**src/rtl/i2c_eeprom_word_access_sequencer_assert.svh**
```systemverilog
// Assertion macros for the I2C EEPROM word access sequencer.
// Included by the top level, which checks its own logic; depends on nothing.
`ifndef I2C_EEPROM_WORD_ACCESS_SEQUENCER_ASSERT_SVH
`define I2C_EEPROM_WORD_ACCESS_SEQUENCER_ASSERT_SVH

// The consequent must hold in the same cycle as the antecedent.
`define I2CEWS_ASSERT_SAME(label, clk, rst, ante, cons, msg) \
  label: assert property (@(posedge clk) disable iff (rst) (ante) |-> (cons)) \
    else $error(msg);

// The consequent must hold in the cycle after the antecedent.
`define I2CEWS_ASSERT_NEXT(label, clk, rst, ante, cons, msg) \
  label: assert property (@(posedge clk) disable iff (rst) (ante) |=> (cons)) \
    else $error(msg);

`endif

```
**src/rtl/i2cews_pkg.sv**
```systemverilog
// Shared types and codes for the I2C EEPROM word access sequencer.
// Used by the bus channel interface and the top level; depends on nothing.
package i2cews_pkg;

  localparam logic [1:0] ACT_READ  = 2'd0;
  localparam logic [1:0] ACT_WRITE = 2'd1;
  localparam logic [1:0] ACT_REPLY = 2'd2;

  localparam logic [3:0] CTRL_BASE = 4'hA;

  typedef enum logic [2:0] {
    OP_START = 3'd0,
    OP_STOP  = 3'd1,
    OP_WRITE = 3'd2,
    OP_READ  = 3'd3,
    OP_ACK   = 3'd4,
    OP_NACK  = 3'd5,
    OP_DONE  = 3'd6
  } op_t;

  typedef enum logic [3:0] {
    PH_IDLE     = 4'd0,
    PH_CTRL_ACK = 4'd1,
    PH_ADDR     = 4'd2,
    PH_DATA_LO  = 4'd3,
    PH_DATA_HI  = 4'd4,
    PH_READ_CMD = 4'd5,
    PH_READ_LO  = 4'd6,
    PH_READ_HI  = 4'd7
  } phase_t;

  typedef struct packed {
    op_t         op;
    logic [7:0]  data;
    logic [15:0] word;
    logic        last;
  } result_t;

endpackage

```
**src/rtl/i2cews_in_if.sv**
```systemverilog
// Request and reply channel of the I2C EEPROM word access sequencer.
// Depends on nothing.
interface i2cews_in_if;
  logic        valid;
  logic        ready;
  logic [1:0]  action;
  logic [10:0] word_address;
  logic [15:0] write_word;
  logic        reply_nack;
  logic [7:0]  reply_byte;

  modport source (output valid, action, word_address, write_word, reply_nack, reply_byte,
                  input ready);
  modport sink (input valid, action, word_address, write_word, reply_nack, reply_byte,
                output ready);
endinterface

```
**src/rtl/i2cews_out_if.sv**
```systemverilog
// Bus primitive channel of the I2C EEPROM word access sequencer.
// Depends on i2cews_pkg for the primitive code type.
interface i2cews_out_if;
  logic              valid;
  logic              ready;
  i2cews_pkg::op_t   bus_op;
  logic [7:0]        bus_byte;
  logic [15:0]       read_word;
  logic              last;

  modport source (output valid, bus_op, bus_byte, read_word, last, input ready);
  modport sink (input valid, bus_op, bus_byte, read_word, last, output ready);
endinterface

```
**src/rtl/i2c_eeprom_word_access_sequencer.sv**
```systemverilog
// Top level of the I2C EEPROM word access sequencer.
// Depends on i2cews_pkg, i2cews_in_if, i2cews_out_if and the assertion macro header.
//
//   channel  direction  carries
//   host     in         read/write requests and replies from the bus engine
//   bus      out        one bus primitive per transfer, last marks the final one of an item
//
// An item is taken and its up to three primitives are placed in a result queue in the
// same cycle; the queue then issues one primitive per cycle while bus is ready. A new item
// is taken when the queue is empty or is giving up its final entry. A stall on bus holds
// the queue and host waits. Reset is synchronous and empties the queue and returns the
// sequence to idle.
`include "i2c_eeprom_word_access_sequencer_assert.svh"

module i2c_eeprom_word_access_sequencer (
  input  logic           clk,
  input  logic           rst,
  i2cews_in_if.sink      host,
  i2cews_out_if.source   bus
);

  i2cews_pkg::phase_t  phase;
  i2cews_pkg::phase_t  phase_next;
  logic                is_write;
  logic                is_write_next;
  logic [10:0]         saved_address;
  logic [10:0]         saved_address_next;
  logic [15:0]         saved_data;
  logic [15:0]         saved_data_next;
  logic [7:0]          low_byte;
  logic [7:0]          low_byte_next;

  i2cews_pkg::result_t slots [3];
  i2cews_pkg::result_t res [3];
  logic [1:0]          count;
  logic [1:0]          n_res;
  logic                take;
  logic                pop;
  logic                idle;
  logic                is_req;
  logic [10:0]         addr_eff;
  logic [7:0]          ctrl_byte;

  function automatic i2cews_pkg::result_t mk(i2cews_pkg::op_t op, logic [7:0] data,
                                             logic [15:0] word, logic last);
    i2cews_pkg::result_t r;
    r.op   = op;
    r.data = data;
    r.word = word;
    r.last = last;
    return r;
  endfunction

  assign take     = host.valid && host.ready;
  assign pop      = bus.valid && bus.ready;
  assign idle     = (phase == i2cews_pkg::PH_IDLE) || (phase > i2cews_pkg::PH_READ_HI);
  assign is_req   = (host.action == i2cews_pkg::ACT_READ) ||
                    (host.action == i2cews_pkg::ACT_WRITE);
  assign addr_eff = is_req ? host.word_address : saved_address;
  assign ctrl_byte = {i2cews_pkg::CTRL_BASE, addr_eff[10:8], 1'b0};

  assign host.ready = (count == 2'd0) || ((count == 2'd1) && bus.ready);

  // Next state of the sequence.
  always_comb begin
    phase_next         = phase;
    is_write_next      = is_write;
    saved_address_next = saved_address;
    saved_data_next    = saved_data;
    low_byte_next      = low_byte;
    if (take) begin
      if (is_req && idle) begin
        is_write_next      = (host.action == i2cews_pkg::ACT_WRITE);
        saved_address_next = host.word_address;
        saved_data_next    = host.write_word;
        phase_next         = i2cews_pkg::PH_CTRL_ACK;
      end else if ((host.action == i2cews_pkg::ACT_REPLY) && !idle) begin
        unique case (phase)
          i2cews_pkg::PH_CTRL_ACK: begin
            if (!host.reply_nack) begin
              phase_next = i2cews_pkg::PH_ADDR;
            end
          end
          i2cews_pkg::PH_ADDR: begin
            phase_next = is_write ? i2cews_pkg::PH_DATA_LO : i2cews_pkg::PH_READ_CMD;
          end
          i2cews_pkg::PH_DATA_LO:  phase_next = i2cews_pkg::PH_DATA_HI;
          i2cews_pkg::PH_DATA_HI:  phase_next = i2cews_pkg::PH_IDLE;
          i2cews_pkg::PH_READ_CMD: phase_next = i2cews_pkg::PH_READ_LO;
          i2cews_pkg::PH_READ_LO: begin
            low_byte_next = host.reply_byte;
            phase_next    = i2cews_pkg::PH_READ_HI;
          end
          i2cews_pkg::PH_READ_HI:  phase_next = i2cews_pkg::PH_IDLE;
          default:                 phase_next = i2cews_pkg::PH_IDLE;
        endcase
      end
    end
  end

  // Primitives caused by the item on host.
  always_comb begin
    n_res  = 2'd0;
    res[0] = mk(i2cews_pkg::OP_START, 8'd0, 16'd0, 1'b0);
    res[1] = mk(i2cews_pkg::OP_START, 8'd0, 16'd0, 1'b0);
    res[2] = mk(i2cews_pkg::OP_START, 8'd0, 16'd0, 1'b0);
    if (is_req && idle) begin
      n_res  = 2'd2;
      res[1] = mk(i2cews_pkg::OP_WRITE, ctrl_byte, 16'd0, 1'b1);
    end else if ((host.action == i2cews_pkg::ACT_REPLY) && !idle) begin
      unique case (phase)
        i2cews_pkg::PH_CTRL_ACK: begin
          if (host.reply_nack) begin
            n_res  = 2'd3;
            res[0] = mk(i2cews_pkg::OP_STOP, 8'd0, 16'd0, 1'b0);
            res[2] = mk(i2cews_pkg::OP_WRITE, ctrl_byte, 16'd0, 1'b1);
          end else begin
            n_res  = 2'd1;
            res[0] = mk(i2cews_pkg::OP_WRITE, saved_address[7:0], 16'd0, 1'b1);
          end
        end
        i2cews_pkg::PH_ADDR: begin
          if (is_write) begin
            n_res  = 2'd1;
            res[0] = mk(i2cews_pkg::OP_WRITE, saved_data[7:0], 16'd0, 1'b1);
          end else begin
            n_res  = 2'd3;
            res[0] = mk(i2cews_pkg::OP_STOP, 8'd0, 16'd0, 1'b0);
            res[2] = mk(i2cews_pkg::OP_WRITE, ctrl_byte | 8'd1, 16'd0, 1'b1);
          end
        end
        i2cews_pkg::PH_DATA_LO: begin
          n_res  = 2'd1;
          res[0] = mk(i2cews_pkg::OP_WRITE, saved_data[15:8], 16'd0, 1'b1);
        end
        i2cews_pkg::PH_DATA_HI: begin
          n_res  = 2'd2;
          res[0] = mk(i2cews_pkg::OP_STOP, 8'd0, 16'd0, 1'b0);
          res[1] = mk(i2cews_pkg::OP_DONE, 8'd0, 16'd0, 1'b1);
        end
        i2cews_pkg::PH_READ_CMD: begin
          n_res  = 2'd1;
          res[0] = mk(i2cews_pkg::OP_READ, 8'd0, 16'd0, 1'b1);
        end
        i2cews_pkg::PH_READ_LO: begin
          n_res  = 2'd2;
          res[0] = mk(i2cews_pkg::OP_ACK, 8'd0, 16'd0, 1'b0);
          res[1] = mk(i2cews_pkg::OP_READ, 8'd0, 16'd0, 1'b1);
        end
        i2cews_pkg::PH_READ_HI: begin
          n_res  = 2'd3;
          res[0] = mk(i2cews_pkg::OP_NACK, 8'd0, 16'd0, 1'b0);
          res[1] = mk(i2cews_pkg::OP_STOP, 8'd0, 16'd0, 1'b0);
          res[2] = mk(i2cews_pkg::OP_DONE, 8'd0, {host.reply_byte, low_byte}, 1'b1);
        end
        default: n_res = 2'd0;
      endcase
    end
  end

  always_ff @(posedge clk) begin
    if (rst) begin
      phase         <= i2cews_pkg::PH_IDLE;
      is_write      <= 1'b0;
      saved_address <= 11'd0;
      saved_data    <= 16'd0;
      low_byte      <= 8'd0;
      count         <= 2'd0;
    end else begin
      phase         <= phase_next;
      is_write      <= is_write_next;
      saved_address <= saved_address_next;
      saved_data    <= saved_data_next;
      low_byte      <= low_byte_next;
      if (take) begin
        count <= n_res;
      end else if (pop) begin
        count <= count - 2'd1;
      end
    end
  end

  always_ff @(posedge clk) begin
    if (take) begin
      slots[0] <= res[0];
      slots[1] <= res[1];
      slots[2] <= res[2];
    end else if (pop) begin
      slots[0] <= slots[1];
      slots[1] <= slots[2];
    end
  end

  assign bus.valid     = (count != 2'd0);
  assign bus.bus_op    = slots[0].op;
  assign bus.bus_byte  = slots[0].data;
  assign bus.read_word = slots[0].word;
  assign bus.last      = slots[0].last;

  `I2CEWS_ASSERT_NEXT(a_load_shows, clk, rst, take && (n_res != 2'd0), bus.valid,
                      "primitives of a taken item are not offered")
  `I2CEWS_ASSERT_SAME(a_last_final, clk, rst, bus.valid, bus.last == (count == 2'd1),
                      "last does not mark the final queued primitive")
  `I2CEWS_ASSERT_NEXT(a_idle_reply, clk, rst,
                      take && (host.action == i2cews_pkg::ACT_REPLY) &&
                      (phase == i2cews_pkg::PH_IDLE),
                      !bus.valid && (phase == i2cews_pkg::PH_IDLE),
                      "reply while idle caused primitives")
  `I2CEWS_ASSERT_SAME(a_done_last, clk, rst,
                      bus.valid && (bus.bus_op == i2cews_pkg::OP_DONE),
                      bus.last && (phase == i2cews_pkg::PH_IDLE),
                      "done is not final or sequence not idle")

endmodule
```
**src/flat_wrapper.sv**
```systemverilog
// flat-port wrapper written by rule: the top's interface ports become plain ports
module i2c_eeprom_word_access_sequencer_flat 
  (clk, rst, host_valid, host_action, host_word_address, host_write_word, host_reply_nack, host_reply_byte, host_ready, bus_valid, bus_bus_op, bus_bus_byte, bus_read_word, bus_last, bus_ready);
  i2cews_in_if host_i ();
  i2cews_out_if bus_i ();
  input  logic clk;
  input  logic rst;
  input wire logic [$bits(host_i.valid)-1:0] host_valid;
  input wire logic [$bits(host_i.action)-1:0] host_action;
  input wire logic [$bits(host_i.word_address)-1:0] host_word_address;
  input wire logic [$bits(host_i.write_word)-1:0] host_write_word;
  input wire logic [$bits(host_i.reply_nack)-1:0] host_reply_nack;
  input wire logic [$bits(host_i.reply_byte)-1:0] host_reply_byte;
  output wire logic [$bits(host_i.ready)-1:0] host_ready;
  output wire logic [$bits(bus_i.valid)-1:0] bus_valid;
  output wire logic [$bits(bus_i.bus_op)-1:0] bus_bus_op;
  output wire logic [$bits(bus_i.bus_byte)-1:0] bus_bus_byte;
  output wire logic [$bits(bus_i.read_word)-1:0] bus_read_word;
  output wire logic [$bits(bus_i.last)-1:0] bus_last;
  input wire logic [$bits(bus_i.ready)-1:0] bus_ready;
  assign host_i.valid = host_valid;
  assign host_i.action = host_action;
  assign host_i.word_address = host_word_address;
  assign host_i.write_word = host_write_word;
  assign host_i.reply_nack = host_reply_nack;
  assign host_i.reply_byte = host_reply_byte;
  assign host_ready = host_i.ready;
  assign bus_valid = bus_i.valid;
  assign bus_bus_op = bus_i.bus_op;
  assign bus_bus_byte = bus_i.bus_byte;
  assign bus_read_word = bus_i.read_word;
  assign bus_last = bus_i.last;
  assign bus_i.ready = bus_ready;
  i2c_eeprom_word_access_sequencer u_core (.clk(clk), .rst(rst), .host(host_i), .bus(bus_i));
endmodule
```
**config.mk**
```make
export PLATFORM = sky130hd
export DESIGN_NAME = i2c_eeprom_word_access_sequencer_flat
export DESIGN_NICKNAME = d
export VERILOG_FILES = /design/src/rtl/i2cews_pkg.sv /design/src/rtl/i2cews_in_if.sv /design/src/rtl/i2cews_out_if.sv /design/src/rtl/i2c_eeprom_word_access_sequencer.sv /design/src/flat_wrapper.sv
export VERILOG_INCLUDE_DIRS = /design/src /design/src/rtl
export SDC_FILE = /design/constraint.sdc
export NUM_CORES = 1
export LEC_CHECK = 0
export BUFFER_PORTS_ARGS = -buffer_cell sky130_fd_sc_hd__buf_2
export CAP_MARGIN = 20
export CORE_MARGIN = 2
export CORE_UTILIZATION = 57
export DETAILED_ROUTE_END_ITERATION = 8
export GPL_TIMING_DRIVEN = 0
export MAX_ROUTING_LAYER = met4
export PLACE_DENSITY = 0.91
export SYNTH_ARGS = -nofsm -noshare
export SYNTH_HDL_FRONTEND = slang
export SYNTH_SLANG_ARGS = --single-unit
```
**constraint.sdc**
```tcl
create_clock -name clk -period 2.6 [get_ports clk]
set_input_delay 0.39 -clock clk [delete_from_list [all_inputs] [get_ports clk]]
set_output_delay 0.39 -clock clk [all_outputs]
set_load 0.02 [all_outputs]
```
* After elaboration in Yosys (flattened, before gate mapping) *
Memories as Yosys holds them, arrays and structs flattened.
Index checks and enable logic that the tools add are counted.

storage, ports and cells
  flip-flop bits (word level) = 42
  RAM bits = 84
  input bits = 42
  output and inout port bits = 30
  word-level logic and storage cells = 74
  memories = 1

memory list
  name          words  width  read ports  clocked after memory_dff  write ports  line                                    source
  u_core.slots  3      28     3           0                         3            i2c_eeprom_word_access_sequencer.sv:33  i2cews_pkg::result_t slots [3];

operators by class
  add/sub/neg operators = 1
  $lt $le $gt $ge = 1
  equal/unequal tests = 11
  muxes and demuxes = 31
  bitwise logic cells = 3
  reductions and logical operators = 20

operators by type and width
  operator                                                               count
  28-bit case mux with 7 select lines                                    1
  28-bit case mux with 3 select lines                                    2
  28-bit 2-to-1 mux                                                      5
  27-bit 2-to-1 mux                                                      4
  84-bit 2-to-1 mux                                                      1
  4-bit case mux with 5 select lines                                     1
  4-bit by 3-bit == test with 1-bit output (second input constant)       4
  2-bit 2-to-1 mux                                                       6
  4-bit 2-to-1 mux                                                       3
  11-bit 2-to-1 mux                                                      1
  2-bit case mux with 5 select lines                                     1
  4-bit by 2-bit == test with 1-bit output (second input constant)       2
  2-bit nonzero test                                                     3
  1-bit logical AND                                                      5
  1-bit 2-to-1 mux                                                       5
  2-bit by 1-bit == test with 1-bit output (second input constant)       2
  4-bit by 1-bit == test with 1-bit output (second input constant)       1
  4-bit by 3-bit > comparator with 1-bit output (second input constant)  1
  2-bit logical NOT                                                      2
  4-bit logical NOT                                                      1
  4-bit AND reduction                                                    1
  2-bit OR reduction                                                     2
  1-bit logical OR                                                       3
  3-bit 2-to-1 mux                                                       1
  other kinds (8)                                                        9

* Logic depth before layout (Yosys ltp) *
Gate-level depths: netlist of run 1.

  depth after elaboration = 8
  gate-level depth with buffers = 8
  mapped depth without buffers = 8

* Worst setup path after synthesis of run 1 *
Ideal clock, no wire load.

  kind = register to register
  start point = reg u_core.count[0]
  end point = reg u_core.count[0]
  setup time = 75 ps
  arrival time = 2183 ps
  data required time = 2525 ps
  path slack = 342 ps
  stages on the path, launching flop included = 8
  path buffers = 0
  period minus slack after synthesis = 2258 ps
  cells stage by stage = dfxtp_1 -> inv_1 -> ha_1 -> nor2b_1 -> a21oi_1 -> inv_1 -> nand3_1 -> a31oi_1

on the way
  longest elaborated chain between the ends = 5
  elaborated cells between the ends (all ways) = 11
  classes of those cells = 1 x add/sub; 1 x eq/ne; 2 x mux; 7 x reduce/logical

RTL lines
  what                                                                                 line                                     source
  start, declared                                                                      i2c_eeprom_word_access_sequencer.sv:35   logic [1:0] count;
  start signal, assigned                                                               i2c_eeprom_word_access_sequencer.sv:176  count <= n_res;
  start signal, assigned                                                               i2c_eeprom_word_access_sequencer.sv:178  count <= count - 2'd1;
  branches (longest 5 deep; another with 2-bit by 1-bit subtractor with 2-bit output)  n/a

Parallel ways; which one is timed is not known. The select of a mux whose other input is x is not followed.
A chain may end at the register's enable or synchronous reset.

* Final worst setup path of run 1 *
  start point = reg u_core.count[0]
  end point = reg u_core.count[1]

The elaborated chain is that of the path after synthesis.

==> results by group, run 1 <==
Placed design
  • PortBufs: 68
  • Post-DP Area: between 5000 and 6000 sq um
  • Post-DP HPWL: 6.87 mm
  • Routability congestion estimate: between 0.9 and 1

Routing
  • Post-route DRC: 0
  • Avg Vias per Cell: between 5 and 6
  • Wirelength, routed: 12.3 mm
  • TritonRoute pass-1 iters: 6
  • DRT antenna net count: 0
  • Vias after detailed routing: 3870
  • DR iter-0 viols: 556
  • Post-DR wirelength/cell: ~19 microns

Power
  • P per Cell Area: approximately 1200 nW/um^2
  • Worst vdd ir: just under 0.8 mV
  • Leak pwr: approximately 2.5 nW

Cells and area
  • Synthesis-to-finish area growth: 23.6%
  • # diodes: 0
  • Layout cells sized above 1: 0.257
  • Post-layout net count: between 500 and 600
  • Post-route cell area: 6130 sq um

Setup path
  • Cell repeated most along the worst path: inv_1
  • Crit end category: flop
  • R2R setup slack: 0.15 ns
  • Crit-path slowest cell: clkinvlp_4
  • Crit-path cells: inv_1 > ha_1 > a21oi_2 > inv_1 > nand2_1 > clkinvlp_4 > a31oi_1 > a221oi_1
  • Worst Path Max Fanout: 13
  • Worst setup path startpoint: u_core.count[0]$_SDFFE_PP0P_
  • CP Buf/Inv Count: 3
  • Max incr delay on CP: 0.39 ns
  • Worst Reg2Reg Path Length in Cells: 8
  • CP top delay family: compound AO/OA/AOI/OAI gates
  • Reg2reg end: u_core.count[1]$_SDFFE_PP0P_
  • Setup crit end: u_core.count[1]$_SDFFE_PP0P_
  • Critical path class: flop to flop
  • WP depth: 8
  • WP data required: just under 3 ns
  • CP arrival: between 2 and 3 ns
  • Worst reg2reg path startpoint: u_core.count[0]$_SDFFE_PP0P_
  • Setup crit start kind: flop

Run
  • # Max-Cap Violations: 0

Clock network
  • CTS tree: yes
  • CTS buffer count: 17
  • Clk buf depth: 2
  • Reg clk slew, reported paths: approximately 0.060 ns
  • Total clock sinks: roughly 120
  • H-tree depth: 4
  • Hold_buf cts: 0
  • Clk_lat worst skew: approximately 0.52 ns
  • Clk root buf: clkbuf_8

Timing
  • Max frequency: around 410 MHz
  • Final Critical Period: around 2.4 ns
  • Fin crit share: 0.942
  • Final Hold Violating Endpoints: 0
  • Worst clock skew: slightly below 0.007 ns
  • Setup Viol. Count Final: 0
  • Max_slew headroom: 0.237
  • Hold_ws: ~0.10 ns
  • Final Max Slew Viols: 0
  • Worst slew pin tran: between 1 and 1.5 ns

Yosys
  • Post-Syn Area per Cell: approximately 11 sq um
  • Cell count after synthesis: 450
  • Main flop type after synthesis: edfxtp_1
  • Sequential share of the synthesized area: 0.613
  • Post-Synthesis Cell Area: 4960 sq um
  • Seq cells post-synth: 115
  • Netlist cell types: 44
  • Syn. warnings: 0
  • Syn_nets: between 400 and 500
  • Number of enable flip-flop cells after synthesis: 74
  • Async S/R FF share, synth: 0

Floorplan
  • Initial Util: 0.578
  • Core Area: roughly 8600 sq um
  • Rows: 34
  • Die area: about 9500 sq um
  • # IOs: between 70 and 80
  • Chip Width: about 97 microns
  • Die H: a little under 100 microns

Global route
  • Largest net degree at the start of global routing: 48
  • Initial antenna violation count: 0
  • Total GRT Usage: 0.281
  • Overflow after GRT: 0
  • First-pass GRT wire length: approximately 20 mm
  • Vias in the first global route: 3940

Status
  • Status: finished clean

Hold path
  • Hold Crit Class: input port to flop
placed cells by master (no fill, tap or decap), types with 2 or more instances in the layout:
cell	netlist	routed
a21o_1	2	2
a21oi_1	43	42
a22o_1	5	5
a2bb2oi_1	8	8
a31oi_1	2	2
and2_1	49	49
buf_1	4	4
buf_2	3	71
buf_4	27	27
buf_6	4	4
bufinv_16	0	6
clkbuf_1	17	17
clkbuf_16	0	16
clkinv_2	0	4
clkinvlp_4	0	4
dfxtp_1	41	41
edfxtp_1	74	74
ha_1	2	2
inv_1	10	8
mux2i_1	11	11
nand2_1	72	72
nand2b_1	4	4
nand3_1	3	2
nor2_1	19	19
nor2b_1	3	3
nor3_1	4	4
nor3b_1	10	10
nor4_1	2	2
o21ai_0	2	2
o21ai_1	8	8
o31ai_1	3	3
or3_1	2	2
report_power, final:
group	total, mW	switching, mW	leakage [nW]	internal [mW]
logic	1.80	1.13	1.06	0.674
clock network	2.58	0.837	0.315	1.74
registers	2.82	0.184	1.08	2.64
total	7.20	2.15	2.46	5.05
cell type report:
type                            count  area, sq um
Tap cell                          108          135
Timing Repair inverter              1         7.51
Clock inverter                     15          236
Clock buffer                       17          414
Sequential cell                   115         3040
Fill cell                         534         2460
Multi-Input combinational cell    270         1560
Buffer                             55          342
Timing Repair Buffer               69          360
Inverter                           10         41.3
worst reg2reg max path, cell delays in order, from the launching register on:
cell and delay (ns):
dfxtp_1 0.37, inv_1 0.08, ha_1 0.25, a21oi_2 0.35, inv_1 0.15, nand2_1 0.33
clkinvlp_4 0.39, a31oi_1 0.28, a221oi_1 0.10
flip-flops by register name, indices dropped and copies added (netlist names):
| name | count |
|---|---|
| u_core.slots | 74 |
| u_core.saved_data | 16 |
| u_core.saved_address | 11 |
| u_core.low_byte | 8 |
| u_core.phase | 3 |
| u_core.count | 2 |
| u_core.is_write | 1 |
cells in the mapped netlist (2+ instances only):
cell / n / area [sq um]
a2bb2oi_1: 8 / 70.1
or3_1: 2 / 12.5
o31ai_1: 3 / 22.5
a31oi_1: 2 / 12.5
nand3_1: 3 / 15.0
and2_1: 49 / 307
edfxtp_1: 74 / 2220
clkbuf_1: 17 / 63.8
dfxtp_1: 41 / 821
buf_4: 27 / 203
buf_1: 4 / 15.0
mux2i_1: 11 / 110
ha_1: 2 / 25.0
buf_2: 3 / 15.0
nor3_1: 4 / 20.0
buf_6: 4 / 45.0
o21ai_0: 2 / 10.0
nor3b_1: 10 / 75.1
o21ai_1: 8 / 40.0
a22o_1: 5 / 43.8
nor2_1: 19 / 71.3
a21oi_1: 43 / 215
nand2_1: 72 / 270
inv_1: 10 / 37.5
nand2b_1: 4 / 25.0
nor4_1: 2 / 12.5
a21o_1: 2 / 15.0
nor2b_1: 3 / 18.8
timing repair:
action,4_1_cts,5_1_grt
endpoints found under the setup margin,1,53
hold endpoints to repair,0,0
cloned,0,1
setup buffers,0,0
gates resized for setup,0,5
metrics by stage:
stage | utilization | cells | total power, mW | worst slack, ns | setup TNS, ns
final | 0.714 | 660 | 7.20 | 0.150 | 0
after global routing | 0.714 | 660 | 7.47 | -0.0160 | -0.0684
after CTS | 0.711 | 659 | 7.16 | -0.0451 | -0.0451
after detailed placement | 0.635 | 627 | 4.52 | 0.0159 | 0
after global placement | 0.633 | 626 | 4.40 | -0.00425 | -0.00425
after floorplan | - | 450 | 4.00 | 0.342 | 0
logic make-up (layout without fill, tap and decap cells):
kind of cell	after synthesis	in the layout	share of synthesized area
mux	12	12	0.0244
fa+ha+maj	2	2	0.00504
compound gates	82	82	0.102
flops	115	115	0.613
simple gates	174	174	0.179
buf+inv	65	167	0.0764
per-layer routing:
metal | vias to the layer above | GRT usage | part of all wire
met5 | - | - | 0
met4 | 0 | 0.140 | 0.045
met3 | 78 | 0.0863 | 0.095
met2 | 279 | 0.460 | 0.50
met1 | 1794 | 0.314 | 0.36
li1 | 1719 | - | -
worst min path at each step:
| stage | start | slack, ns | end | cells past startpoint |
|---|---|---|---|---|
| 2_1_floorplan | u_core.saved_address[0]$_SDFFE_PP0P_ | 0.43 | u_core.saved_address[0]$_SDFFE_PP0P_ | 2 |
| 3_3_place_gp | u_core.saved_address[8]$_SDFFE_PP0P_ | 0.44 | u_core.saved_address[8]$_SDFFE_PP0P_ | 2 |
| 3_5_place_dp | u_core.saved_address[0]$_SDFFE_PP0P_ | 0.45 | u_core.saved_address[0]$_SDFFE_PP0P_ | 2 |
| 4_1_cts | host_word_address[6] | 0.09 | u_core.saved_address[6]$_SDFFE_PP0P_ | 3 |
| 5_1_grt | host_word_address[6] | 0.1 | u_core.saved_address[6]$_SDFFE_PP0P_ | 3 |
| 6_report | host_word_address[6] | 0.10 | u_core.saved_address[6]$_SDFFE_PP0P_ | 3 |
(Power assumes the default switching activity.)
==> run 2: changes to the inputs <==
--- a/config.mk
+++ b/config.mk
@@ -10,10 +10,12 @@
 export CAP_MARGIN = 20
 export CORE_MARGIN = 2
 export CORE_UTILIZATION = 57
+export CTS_CLUSTER_SIZE = 16
 export DETAILED_ROUTE_END_ITERATION = 8
 export GPL_TIMING_DRIVEN = 0
 export MAX_ROUTING_LAYER = met4
 export PLACE_DENSITY = 0.91
+export REMOVE_ABC_BUFFERS = 1
 export SYNTH_ARGS = -nofsm -noshare
 export SYNTH_HDL_FRONTEND = slang
 export SYNTH_SLANG_ARGS = --single-unit
==> run 2 against run 1 <==
  * Global-route usage decreased by 6.8 points
  * Count of clock-buffer cells in the layout stayed put
  * Via count decreased by 11%
  * Sequential power hardly changed
  * Critical path type unchanged
  * Critical endpoint unchanged
  * Largest power group unchanged
==> results by group, run 2 (synthesis gave the netlist of run 1 again) <==
Status
  • Status: finished clean (unchanged)

Cells and area
  • Commonest non-fill, non-tap cell in the layout: edfxtp_1 (unchanged)
  • Commonest cells after routing, fill and taps aside: edfxtp_1, nand2_1, buf_2, and2_1, a21oi_1 (unchanged)
  • Layout cells sized above 1: 0.233 (was 0.257)
  • Synthesis-to-finish area growth: 16.2% (was 23.6%)
  • Core Util, Final: 0.671 (was 0.714)
  • Post-layout net count: 533 (was 583)
  • # diodes: 0 (unchanged)
  • Biggest register: u_core.slots (unchanged)
  • Post-route cell area: 5770 sq um (was 6130 sq um)
  • Fin cells: 610 (was 660)
  • Regs by FF count: u_core.slots: 74 flops, u_core.saved_data: 16 flops, u_core.saved_address: 11 flops (unchanged)
  • Max FFs per register: 74 (unchanged)

Floorplan
  • Die area: 9470 sq um (unchanged)
  • Core Area: 8590 sq um (unchanged)
  • Chip Width: 97.3 microns (unchanged)
  • Initial Util: 0.578 (unchanged)
  • Rows: 34 (unchanged)
  • Die H: 97.3 microns (unchanged)
  • # IOs: 72 (unchanged)

Routing
  • Post-route DRC: 0 (unchanged)
  • DRT antenna net count: 0 (unchanged)
  • Vias after detailed routing: 3441 (was 3870)
  • TritonRoute pass-1 iters: 6 (unchanged)
  • Avg Vias per Cell: 5.64 (was 5.86)
  • DR iter-0 viols: 255 (was 556)
  • Post-DR wirelength/cell: 16.0 microns (was 18.7 microns)
  • Wirelength, routed: 9.74 mm (was 12.3 mm)

Placed design
  • Post-DP Area: 5180 sq um (was 5460 sq um)
  • PortBufs: 71 (was 68)
  • Post-DP HPWL: 5.82 mm (was 6.87 mm)
  • Routability congestion estimate: 0.880 (was 0.926)
  • Place WS: -0.0749 ns (was 0.0159 ns)
  • Placed insts: 577 (was 627)

Clock network
  • Hold_buf cts: 0 (unchanged)
  • Clk root buf: clkbuf_8 (unchanged)
  • Total clock sinks: 115 (unchanged)
  • Clk buf depth: 2 (unchanged)
  • Reg clk slew, reported paths: 0.06 ns (about the same)
  • H-tree depth: 4 (unchanged)
  • CTS buffer count: 17 (unchanged)
  • Setup Fix Bufs, Post-CTS: 0 (unchanged)
  • CTS tree: yes (unchanged)
  • Clk_lat worst skew: 0.52 ns (about the same)

Global route
  • Total GRT Usage: 0.213 (was 0.281)
  • Overflow after GRT: 0 (unchanged)
  • Vias in the first global route: 3314 (was 3940)
  • First-pass GRT wire length: 15.3 mm (was 19.9 mm)
  • Largest net degree at the start of global routing: 45 (was 48)
  • Initial antenna violation count: 0 (unchanged)

Timing
  • Final Critical Period: 2.46 ns (was 2.45 ns)
  • Fin crit share: 0.945 (was 0.942)
  • Worst clock skew: 0.00689 ns (was 0.00687 ns)
  • Final Hold Violating Endpoints: 0 (unchanged)
  • Setup Viol. Count Final: 0 (unchanged)
  • Max_slew headroom: 0.310 (was 0.237)
  • RSZ-0062 raised after global routing: no
  • Setup ws final: 0.143 ns (was 0.150 ns)
  • Final Max Slew Viols: 0 (unchanged)
  • Worst slew pin tran: 1.03 ns (was 1.14 ns)
  • Max frequency: 407 MHz (was 408 MHz)

Power
  • Overall power: 6.45 mW (was 7.20 mW)
  • Worst vdd ir: 0.676 mV (was 0.789 mV)
  • Reg power frac: 0.432 (was 0.392)
  • P per Cell Area: 1120 nW/um^2 (was 1170 nW/um^2)
  • NetSw: 2.06 mW (was 2.15 mW)
  • Power Internal: 4.39 mW (was 5.05 mW)
  • Switching Share: 0.320 (was 0.298)
  • Combinational share of power: 0.230 (was 0.250)
  • Leak pwr: 2.24 nW (was 2.46 nW)
  • Clk pwr share: 0.338 (was 0.358)

Setup path
  • Critical path class: flop to flop (unchanged)
  • Crit end category: flop (unchanged)
  • Worst Path Max Fanout: 13 (unchanged)
  • WP data required: 2.95 ns (was 2.97 ns)
  • Setup crit start kind: flop (unchanged)
  • CP arrival: 2.81 ns (was 2.82 ns)

Hold path
  • Hold Crit Class: input port to flop (unchanged)

Run
  • # Max-Cap Violations: 0 (unchanged)
-- run 2: changes by cell type in the layout (fill, tap and decap cells not counted), sizes merged --
cell	before	now
buf	107	74
clkinv	6	3
clkbuf	34	17
inv	10	16
clkinvlp	4	6
bufinv	6	1
-- run 2: power by group through the flow --
stage	combinational, mW	clock (mW)	sequential, mW
finish	1.48	2.18	2.79
global route	1.61	2.27	2.83
CTS	1.46	2.19	2.79
detailed placement	1.45	0	2.82
global placement	1.30	0	2.81
floorplan	0.646	0	3.06
-- run 2: final cells by class --
| type | count | area [sq um] |
|---|---|---|
| clock inverters | 15 | 148 |
| repair inverters | 1 | 7.51 |
| well taps | 108 | 135 |
| repair buffers | 74 | 410 |
| inverters | 10 | 41.3 |
| multi-input cells | 270 | 1570 |
| flip-flops and latches | 115 | 3050 |
| clock buffers | 17 | 414 |
| fillers | 610 | 2820 |
-- run 2: through the flow --
step	hold WS [ns]	setup TNS, ns
floorplan	0.425	-5.84
global placement	0.440	-51.43
detailed placement	0.445	-1.01
CTS	0.0944	-0.0468
global route	0.112	0
finish	0.102	0
-- run 2: metal layers --
layer	wire (microns)	share of wire	global-route usage
met2	4900	0.50	0.343
met4	214	0.022	0.103
met3	599	0.062	0.0597
met1	4030	0.41	0.247
met5	0	0	-
-- run 2: worst paths after layout --
path | start | to | slack (ns) | depth (start not counted)
max | u_core.count[0]$_SDFFE_PP0P_ | u_core.count[1]$_SDFFE_PP0P_ | 0.14 | 8
min | host_write_word[10] | u_core.saved_data[10]$_SDFFE_PP0P_ | 0.10 | 3
max reg2reg | u_core.count[0]$_SDFFE_PP0P_ | u_core.count[1]$_SDFFE_PP0P_ | 0.14 | 8
min reg2reg | u_core.saved_address[0]$_SDFFE_PP0P_ | u_core.saved_address[0]$_SDFFE_PP0P_ | 0.45 | 2
-- run 2: worst max-delay path, stage by stage, from the launching register on --
cell,delay (ns)
dfxtp_1,0.38
inv_1,0.08
ha_1,0.25
a21oi_2,0.32
inv_1,0.15
nand2_1,0.33
clkinvlp_4,0.42
a31oi_1,0.27
a221oi_1,0.10
-- run 2: timing repair --
action,4_1_cts,5_1_grt
gates cloned,0,1
endpoints found under the setup margin,38,33
gates resized for setup,3,4
